File: src/sv/assert_macros.svh
// Assertion macros used by the top-level RTL file of the settings controller.
`ifndef ASSERT_MACROS_SVH
`define ASSERT_MACROS_SVH

// Check a property on every clock edge outside reset.
`define CBSC_ASSERT(lbl, prop, msg) \
  lbl: assert property (@(posedge clk_i) disable iff (!rst_ni) (prop)) else $error(msg);

// Check that a condition implies another at the next clock edge.
`define CBSC_ASSERT_NEXT(lbl, ante, cons, msg) \
  lbl: assert property (@(posedge clk_i) disable iff (!rst_ni) (ante) |=> (cons)) \
    else $error(msg);

`endif

File: src/sv/cbsc_pkg.sv
// Types, constants and step functions of the clock button settings controller.
package cbsc_pkg;

  typedef enum logic [1:0] {
    MODE_DISPLAY = 2'd0,
    MODE_VALUE   = 2'd1,
    MODE_BRIGHT  = 2'd2,
    MODE_COLOUR  = 2'd3
  } mode_e;

  // Button bit positions in the masks.
  localparam int unsigned BtnUp   = 0;
  localparam int unsigned BtnSel  = 1;
  localparam int unsigned BtnDown = 2;
  localparam int unsigned BtnBc   = 3;

  localparam logic [1:0] PartHours   = 2'd0;
  localparam logic [1:0] PartMinutes = 2'd1;
  localparam logic [1:0] PartSeconds = 2'd2;

  localparam logic [7:0] RepeatSteady  = 8'd37;
  localparam logic [7:0] RepeatMax     = 8'd255;
  localparam logic [6:0] HourWrap      = 7'd12;
  localparam logic [6:0] MinSecWrap    = 7'd60;
  localparam logic [7:0] BrightDefault = 8'd200;
  localparam logic [7:0] BrightRepeat  = 8'd2;
  localparam logic [3:0] ColourCount   = 4'd5;

  localparam logic [2:0] ColourBlue  = 3'd0;
  localparam logic [2:0] ColourGreen = 3'd1;
  localparam logic [2:0] ColourRed   = 3'd2;

  typedef logic [2:0][2:0] colours_t;
  typedef logic [2:0][7:0] bright_t;

  typedef struct packed {
    logic [4:0] hours;
    logic [5:0] minutes;
    logic [5:0] seconds;
  } edit_t;

  typedef struct packed {
    logic [1:0]  mode_now;
    logic [1:0]  selected_part;
    logic [4:0]  shown_hours;
    logic [5:0]  shown_minutes;
    logic [5:0]  shown_seconds;
    logic        refresh_display;
    logic        commit_strobe;
    colours_t    colours_packed;
    bright_t     brightness_packed;
  } result_t;

  // Selection 3 acts as hours.
  function automatic logic [1:0] part_idx(logic [1:0] sel);
    return (sel > PartSeconds) ? PartHours : sel;
  endfunction

  function automatic logic [1:0] next_sel(logic [1:0] sel);
    logic [1:0] r;
    case (sel)
      PartHours:   r = PartMinutes;
      PartMinutes: r = PartSeconds;
      default:     r = PartHours;
    endcase
    return r;
  endfunction

  function automatic logic repeat_fire(logic [7:0] n);
    return (n inside {8'd5, 8'd10, 8'd14, 8'd18, 8'd21, 8'd24, 8'd27, 8'd29, 8'd31,
                      8'd33, 8'd35}) || (n >= RepeatSteady);
  endfunction

  // One wrap step of a time component; out-of-range hours may need two folds.
  function automatic logic [5:0] time_step(logic [5:0] v, logic is_hour, logic up);
    logic [6:0] wrap;
    logic [6:0] s;
    wrap = is_hour ? HourWrap : MinSecWrap;
    if (up) begin
      s = {1'b0, v} + 7'd1;
      if (s >= (wrap << 1)) begin
        s = s - (wrap << 1);
      end else if (s >= wrap) begin
        s = s - wrap;
      end
    end else begin
      s = (v == 6'd0) ? (wrap - 7'd1) : ({1'b0, v} - 7'd1);
    end
    return s[5:0];
  endfunction

  function automatic edit_t apply_time(edit_t e, logic [1:0] idx, logic up);
    edit_t r;
    logic [5:0] t;
    r = e;
    case (idx)
      PartMinutes: r.minutes = time_step(e.minutes, 1'b0, up);
      PartSeconds: r.seconds = time_step(e.seconds, 1'b0, up);
      default: begin
        t = time_step({1'b0, e.hours}, 1'b1, up);
        r.hours = t[4:0];
      end
    endcase
    return r;
  endfunction

  // Step the ring and take the first colour no part holds; candidates are independent.
  function automatic colours_t colour_step(colours_t cols, logic [1:0] idx, logic up);
    colours_t r;
    logic [2:0] c;
    logic [3:0] s;
    logic [3:0] cand;
    logic [2:0] pick;
    logic       found;
    r = cols;
    c = cols[idx];
    // A code beyond the ring lands on white first.
    if ({1'b0, c} >= ColourCount) begin
      s = up ? 4'd3 : 4'd0;
    end else begin
      s = {1'b0, c};
    end
    found = 1'b0;
    pick = c;
    for (int k = 1; k <= 5; k++) begin
      cand = up ? (s + 4'(k)) : (s + ColourCount - 4'(k));
      if (cand >= ColourCount) begin
        cand = cand - ColourCount;
      end
      if (!found) begin
        pick = cand[2:0];
        if (cand[2:0] != cols[0] && cand[2:0] != cols[1] && cand[2:0] != cols[2]) begin
          found = 1'b1;
        end
      end
    end
    r[idx] = pick;
    return r;
  endfunction

endpackage

File: src/sv/clock_button_settings_controller.sv
// Top level of the clock button settings controller: tick stepping and result buffering.
//
// Usage: each request on the input channel is one user-interface tick with the
// qualified button masks and the real-time-clock time. The block answers every
// request with exactly one result: mode, selected part, the time to show, the
// refresh and commit strobes, and the packed colours and brightness values.
// Both channels are valid/ready; a request is taken when in_valid_i and
// in_ready_o are high at a rising edge, a result when out_valid_o and out_ready_i are.
// A result is registered into the output register, or into the skid register during a stall.
// Throughput: one request per cycle while in_ready_o is high; the whole tick
// step is one pass of combinational logic from the state registers into the result buffer.
// A two-entry result buffer (output register plus skid register) lets one more
// request in while a result waits; in_ready_o drops only when both are full,
// and rises again the cycle after the receiver takes a result.
// Reset (rst_ni low) returns display mode, hours selected, zero edit time,
// colours blue/green/red, brightness 200 on all parts, and an empty buffer.
module clock_button_settings_controller (
  input  logic                    clk_i,
  input  logic                    rst_ni,
  input  logic                    in_valid_i,
  output logic                    in_ready_o,
  input  logic [3:0]              buttons_down_i,
  input  logic [3:0]              buttons_long_i,
  input  logic                    select_pressed_i,
  input  logic [3:0]              released_short_i,
  input  logic [4:0]              clock_hours_i,
  input  logic [5:0]              clock_minutes_i,
  input  logic [5:0]              clock_seconds_i,
  output logic                    out_valid_o,
  input  logic                    out_ready_i,
  output logic [1:0]              mode_now_o,
  output logic [1:0]              selected_part_o,
  output logic [4:0]              shown_hours_o,
  output logic [5:0]              shown_minutes_o,
  output logic [5:0]              shown_seconds_o,
  output logic                    refresh_display_o,
  output logic                    commit_strobe_o,
  output cbsc_pkg::colours_t      colours_packed_o,
  output cbsc_pkg::bright_t       brightness_packed_o
);
  import cbsc_pkg::*;
  `include "assert_macros.svh"

  mode_e      mode_q, mode_d;
  logic       drs_q, drs_d;   // display release seen
  logic       srs_q, srs_d;   // settings release seen
  logic [1:0] sel_q, sel_d;
  logic [7:0] rc_q, rc_d;
  edit_t      edit_q, edit_d;
  colours_t   col_q, col_d;
  bright_t    bri_q, bri_d;

  result_t    res_d, out_q, skid_q;
  logic       out_valid_q, skid_valid_q;
  logic       accept, take;

  assign in_ready_o = !skid_valid_q;
  assign accept     = in_valid_i && in_ready_o;
  assign take       = out_valid_q && out_ready_i;

  always_comb begin
    logic [2:0] cnt;
    logic       refresh;
    logic       commit;
    mode_e      nxt;
    logic [1:0] idx;
    logic       fire;
    logic       up;
    logic [7:0] b;

    mode_d  = mode_q;
    drs_d   = drs_q;
    srs_d   = srs_q;
    sel_d   = sel_q;
    rc_d    = rc_q;
    edit_d  = edit_q;
    col_d   = col_q;
    bri_d   = bri_q;
    refresh = 1'b1;
    commit  = 1'b0;
    nxt     = mode_q;
    idx     = PartHours;
    fire    = 1'b0;
    up      = 1'b0;
    b       = 8'd0;
    cnt = {2'b00, buttons_down_i[0]} + {2'b00, buttons_down_i[1]}
        + {2'b00, buttons_down_i[2]} + {2'b00, buttons_down_i[3]};

    if (mode_q == MODE_DISPLAY) begin
      if (!drs_q) begin
        if (!buttons_down_i[BtnSel]) begin
          drs_d = 1'b1;
        end
      end else if (buttons_long_i[BtnSel]) begin
        refresh = 1'b0;
        mode_d  = MODE_VALUE;
        sel_d   = PartHours;
        rc_d    = 8'd0;
        srs_d   = 1'b0;
      end
      edit_d.hours   = clock_hours_i;
      edit_d.minutes = clock_minutes_i;
      edit_d.seconds = clock_seconds_i;
    end else if (!srs_q) begin
      if (!buttons_down_i[BtnSel]) begin
        srs_d = 1'b1;
      end
    end else if (buttons_long_i[BtnSel] && cnt == 3'd1) begin
      commit  = 1'b1;
      refresh = 1'b0;
      mode_d  = MODE_DISPLAY;
      drs_d   = 1'b0;
    end else begin
      if (mode_q == MODE_BRIGHT) begin
        if (!buttons_long_i[BtnBc]) begin
          rc_d = 8'd0;
          if (cnt == 3'd0) begin
            nxt = MODE_VALUE;
          end
        end else begin
          if (cnt == 3'd1) begin
            rc_d = 8'd0;
          end else if (select_pressed_i) begin
            sel_d = next_sel(sel_q);
          end else if (buttons_long_i[BtnUp] || buttons_long_i[BtnDown]) begin
            up   = buttons_long_i[BtnUp];
            rc_d = (rc_q != RepeatMax) ? rc_q + 8'd1 : rc_q;
            fire = repeat_fire(rc_d);
          end
          // Sum all brightness moves of this tick on the selected part.
          idx = part_idx(sel_d);
          b   = bri_q[idx];
          if (fire) begin
            b = up ? b + BrightRepeat : b - BrightRepeat;
          end
          if (released_short_i[BtnUp]) begin
            b = b + 8'd1;
          end
          if (released_short_i[BtnDown]) begin
            b = b - 8'd1;
          end
          bri_d[idx] = b;
        end
      end else if (cnt > 3'd1) begin
        rc_d = 8'd0;
      end else begin
        if (cnt == 3'd0) begin
          rc_d = 8'd0;
        end else if (buttons_long_i[BtnBc]) begin
          nxt = MODE_BRIGHT;
        end else if (select_pressed_i) begin
          sel_d = next_sel(sel_q);
        end else if (buttons_long_i[BtnUp] || buttons_long_i[BtnDown]) begin
          up   = buttons_long_i[BtnUp];
          rc_d = (rc_q != RepeatMax) ? rc_q + 8'd1 : rc_q;
          fire = repeat_fire(rc_d);
        end
        idx = part_idx(sel_d);
        if (released_short_i[BtnBc]) begin
          nxt = (mode_q == MODE_VALUE) ? MODE_COLOUR : MODE_VALUE;
        end
        // Apply the repeat step, then the short up, then the short down.
        if (mode_q == MODE_VALUE) begin
          if (fire) begin
            edit_d = apply_time(edit_d, idx, up);
          end
          if (released_short_i[BtnUp]) begin
            edit_d = apply_time(edit_d, idx, 1'b1);
          end
          if (released_short_i[BtnDown]) begin
            edit_d = apply_time(edit_d, idx, 1'b0);
          end
        end else begin
          if (fire) begin
            col_d = colour_step(col_d, idx, up);
          end
          if (released_short_i[BtnUp]) begin
            col_d = colour_step(col_d, idx, 1'b1);
          end
          if (released_short_i[BtnDown]) begin
            col_d = colour_step(col_d, idx, 1'b0);
          end
        end
      end
      if (nxt != mode_q) begin
        mode_d = nxt;
        rc_d   = 8'd0;
      end
    end

    res_d.mode_now          = mode_d;
    res_d.selected_part     = sel_d;
    res_d.shown_hours       = edit_d.hours;
    res_d.shown_minutes     = edit_d.minutes;
    res_d.shown_seconds     = edit_d.seconds;
    res_d.refresh_display   = refresh;
    res_d.commit_strobe     = commit;
    res_d.colours_packed    = col_d;
    res_d.brightness_packed = bri_d;
  end

  always_ff @(posedge clk_i or negedge rst_ni) begin
    if (!rst_ni) begin
      mode_q <= MODE_DISPLAY;
      drs_q  <= 1'b1;
      srs_q  <= 1'b1;
      sel_q  <= PartHours;
      rc_q   <= 8'd0;
      edit_q <= '0;
      col_q  <= {ColourRed, ColourGreen, ColourBlue};
      bri_q  <= {BrightDefault, BrightDefault, BrightDefault};
    end else if (accept) begin
      mode_q <= mode_d;
      drs_q  <= drs_d;
      srs_q  <= srs_d;
      sel_q  <= sel_d;
      rc_q   <= rc_d;
      edit_q <= edit_d;
      col_q  <= col_d;
      bri_q  <= bri_d;
    end
  end

  // Result buffer: output register in front, skid register behind it.
  always_ff @(posedge clk_i or negedge rst_ni) begin
    if (!rst_ni) begin
      out_valid_q  <= 1'b0;
      skid_valid_q <= 1'b0;
    end else if (!out_valid_q || take) begin
      if (skid_valid_q) begin
        out_valid_q  <= 1'b1;
        skid_valid_q <= accept;
      end else begin
        out_valid_q  <= accept;
      end
    end else if (accept) begin
      skid_valid_q <= 1'b1;
    end
  end

  always_ff @(posedge clk_i) begin
    if (!out_valid_q || take) begin
      if (skid_valid_q) begin
        out_q <= skid_q;
        if (accept) begin
          skid_q <= res_d;
        end
      end else if (accept) begin
        out_q <= res_d;
      end
    end else if (accept) begin
      skid_q <= res_d;
    end
  end

  assign out_valid_o         = out_valid_q;
  assign mode_now_o          = out_q.mode_now;
  assign selected_part_o     = out_q.selected_part;
  assign shown_hours_o       = out_q.shown_hours;
  assign shown_minutes_o     = out_q.shown_minutes;
  assign shown_seconds_o     = out_q.shown_seconds;
  assign refresh_display_o   = out_q.refresh_display;
  assign commit_strobe_o     = out_q.commit_strobe;
  assign colours_packed_o    = out_q.colours_packed;
  assign brightness_packed_o = out_q.brightness_packed;

  `CBSC_ASSERT(a_skid_behind_out, !skid_valid_q || out_valid_q, "skid full with output empty")
  `CBSC_ASSERT_NEXT(a_stall_fills_skid, accept && out_valid_q && !out_ready_i, skid_valid_q,
                    "request taken during stall was not held in skid")
  `CBSC_ASSERT(a_commit_leaves, !(out_valid_q && out_q.commit_strobe) ||
               (out_q.mode_now == MODE_DISPLAY && !out_q.refresh_display),
               "commit without return to display mode")
  `CBSC_ASSERT_NEXT(a_enter_settings, accept && mode_q == MODE_DISPLAY && mode_d != MODE_DISPLAY,
                    sel_q == PartHours && !srs_q && rc_q == 8'd0,
                    "entering settings did not reset selection and release tracking")

endmodule

File: config.mk
export PLATFORM = sky130hd
export DESIGN_NAME = clock_button_settings_controller
export DESIGN_NICKNAME = d
export VERILOG_FILES = /design/src/sv/cbsc_pkg.sv /design/src/sv/clock_button_settings_controller.sv
export VERILOG_INCLUDE_DIRS = /design/src /design/src/sv
export SDC_FILE = /design/constraint.sdc
export NUM_CORES = 1
export LEC_CHECK = 0
export ABC_AREA = 1
export BUFFER_PORTS_ARGS = -buffer_cell sky130_fd_sc_hd__buf_2
export CORE_MARGIN = 2
export CORE_UTILIZATION = 30
export DETAILED_ROUTE_END_ITERATION = 6
export GPL_TIMING_DRIVEN = 0
export PLACE_DENSITY = 0.52
export SETUP_SLACK_MARGIN = 0.15
export SLEW_MARGIN = 20
export SYNTH_ARGS = -nofsm -noshare
export SYNTH_HDL_FRONTEND = slang
export SYNTH_SLANG_ARGS = --single-unit
File: constraint.sdc
create_clock -name clk_i -period 8.5 [get_ports clk_i]
set_input_delay 1.7 -clock clk_i [delete_from_list [all_inputs] [get_ports clk_i]]
set_output_delay 1.7 -clock clk_i [all_outputs]
set_load 0.1 [all_outputs]
==> reports/metrics.cfg <==
[outcome]
status = complete, but fails checks
violations = setup timing

[logic_synthesis]
synthTopCellsByCount = 686 x nand2_1, 274 x inv_1, 246 x o21ai_0
synth-seq-area-share = 0.3065
post-synth-top-count-cell = nand2_1
syn_nets = 2431
synth_edf_count = 112
synth_flop_cell = edfxtp_1
synth.distinct_cells = 62
synthArstFlopShare = 0.3708
synth_warnings = 0
synth_area_per_cell_um2 = 7.069
yosys.area.top_type = edfxtp_1
postSynthCellCount = 2322
synth.cell_area_um2 = 16410
synth.area.top_cells = edfxtp_1 20%, nand2_1 16%, dfrtp_1 8.1%
synth_top_area_frac = 0.2049
synth_seq_cells = 178

[placement]
dp_hpwl_um = 42530
gp_congestion = 0.9241
dp_cells = 3114
io_buffers = 90

[critical_path]
worstSetupStartpointType = input pin
cpMaxStageDelayCell = fa_1
critical_path_class = in2reg
crit_top_cell = nand2_4
cp_data_required_time_ns = 8.68
cpPeakStageDelay_ns = 0.46
cp.arrival_ns = 11.33
cp_max_fo = 7
cp-end-kind = flip-flop

[floorplan]
ios = 92
initial_core_util = 0.3044
die_w_um = 237.9
rows = 85
coreArea_um2 = 53920
die_h_um = 237.9
dieArea_um2 = 56600

[finish]
final_util = 0.3949
diodes = 0
area_growth_syn_to_layout_pct = 29.73
drive_gt1_frac = 0.2796
instances_no_fill = 3275
nets = 2675

[timing]
timing.final.crit_share = 1.312
drv_slew = 0
layout_min_cycle_time_ns = 11.15
rsz0062_at_grt = true
report.final.setup_viol = 27
tns_ns = -67.98
hold_slack_ns = 0.4995
slew_headroom = 0.3123
finalHoldViolCount = 0
fin_skew_ns = 0.01430
clock.fmax_mhz = 89.69
worst_pin_slew_ns = 1.019
setup_ws_ns = -2.650

[clocking]
clockBufferDepth = 2
htreeDepth = 4
clk_latency_ns = 0.43
holdBufCountCts = 0
cts-root-buf = clkbuf_16
clk_pin_slew_ns = 0.07
cts_tree = yes
cts.sinks = 178
cts_made_buffers = 17

[route]
drt_iter0_drc = 1252
firstDrtPassIters = 6
via_count = 16600
wl_per_cell_um = 17.12
drt_wl_total_um = 56050
vias_per_cell = 5.070
drc = 0
ant_nets = 0

[grt]
grt_first_pass_wirelength_um = 87520
grt_max_degree = 41
grt_overflow = 0
antenna_found_initial = 1
track_usage = 0.1945
grt_pass1_vias = 16100

[worst_hold_path]
min_path_type = reg2reg

[job]
drv_cap = 0

[state kept, by name, summed over array words and instances (netlist names), 2 cells and up]
register	flops
edit_q	17
skid_q	56
rc_q	8
shown_minutes_o	6
shown_seconds_o	6
brightness_packed_o	24
bri_q	24
mode_now_o	2
selected_part_o	2
col_q	9
shown_hours_o	5
sel_q	2
mode_q	2
colours_packed_o	9
[per-stage QoR]
| stage | setup slack (ns) | cell area, um2 |
|---|---|---|
| after floorplan | -2.320 | 16920 |
| final | -2.650 | 21290 |
| after detailed placement | -4.141 | 18380 |
| after global placement | -4.061 | 18240 |
| after CTS | -2.382 | 20360 |
| after global routing | -3.115 | 21290 |
[cell families after synthesis]
logic type	Yosys count	synth area share
AO/OA/AOI/OAI	368	0.1256
XOR/XNOR	98	0.05275
adder cells (fa/ha/maj)	75	0.05808
buffers and inverters	363	0.09345
flip-flops	178	0.3065
multiplexers	5	0.003049
AND/OR/NAND/NOR	1235	0.3605
[routing by layer]
metal,wire [um],global-route usage
met5,13,0
met4,1485,0.05603
met3,2596,0.02048
met2,26980,0.3381
met1,24980,0.2545
[final cells by class]
| class | count | area [um2] |
|---|---|---|
| fillers | 5506 | 32630 |
| inverters | 302 | 1204 |
| clock buffers | 21 | 440.4 |
| repair buffers | 225 | 1674 |
| flip-flops and latches | 178 | 5031 |
| clock inverters | 11 | 107.6 |
| plain buffers | 61 | 422.9 |
| multi-input cells | 1781 | 11540 |
| well taps | 696 | 870.8 |
[placed cells by master, fill, tap and decap left out, types with 72 or more instances in the layout]
cell type,n
nor2_1,82
nand2_2,101
o21ai_0,239
buf_2,90
nand2_4,72
nand2_1,595
inv_1,253
nand3_1,164
xor2_1,75
edfxtp_1,112
buf_4,121
[final timing paths]
check | from | end | slack (ns) | cells past startpoint
max reg2reg | sel_q[1] | colours_packed_o[1] | -0.93 | 70
max | buttons_down_i[0] | colours_packed_o[1] | -2.65 | 77
min | bri_q[3] | bri_q[3] | 0.50 | 2
min reg2reg | bri_q[3] | bri_q[3] | 0.50 | 2
max in group asynchronous | rst_ni | bri_q[23] | 6.65 | 2
min in group asynchronous | rst_ni | edit_q[12] | 1.19 | 1
[what timing repair did]
item | CTS | global route
gates cloned | 1 | 0
hold endpoints to repair | 0 | 0
pin swaps | 106 | 114
setup buffers | 89 | 39
gates resized for setup | 158 | 143
endpoints found under the setup margin | 28 | 34
[worst max-delay path, delay by kind of cell]
kind                     cells  cell delay [ns]
buffers and inverters       19             1.78
adder cells (fa/ha/maj)      8             2.06
XOR/XNOR                     1             0.15
AO/OA/AOI/OAI                5             0.92
AND/OR/NAND/NOR             44             4.67
Power is left out: the tool's default activity adds up to more than one toggle a clock period on the data nets, which glitch-free logic cannot reach.
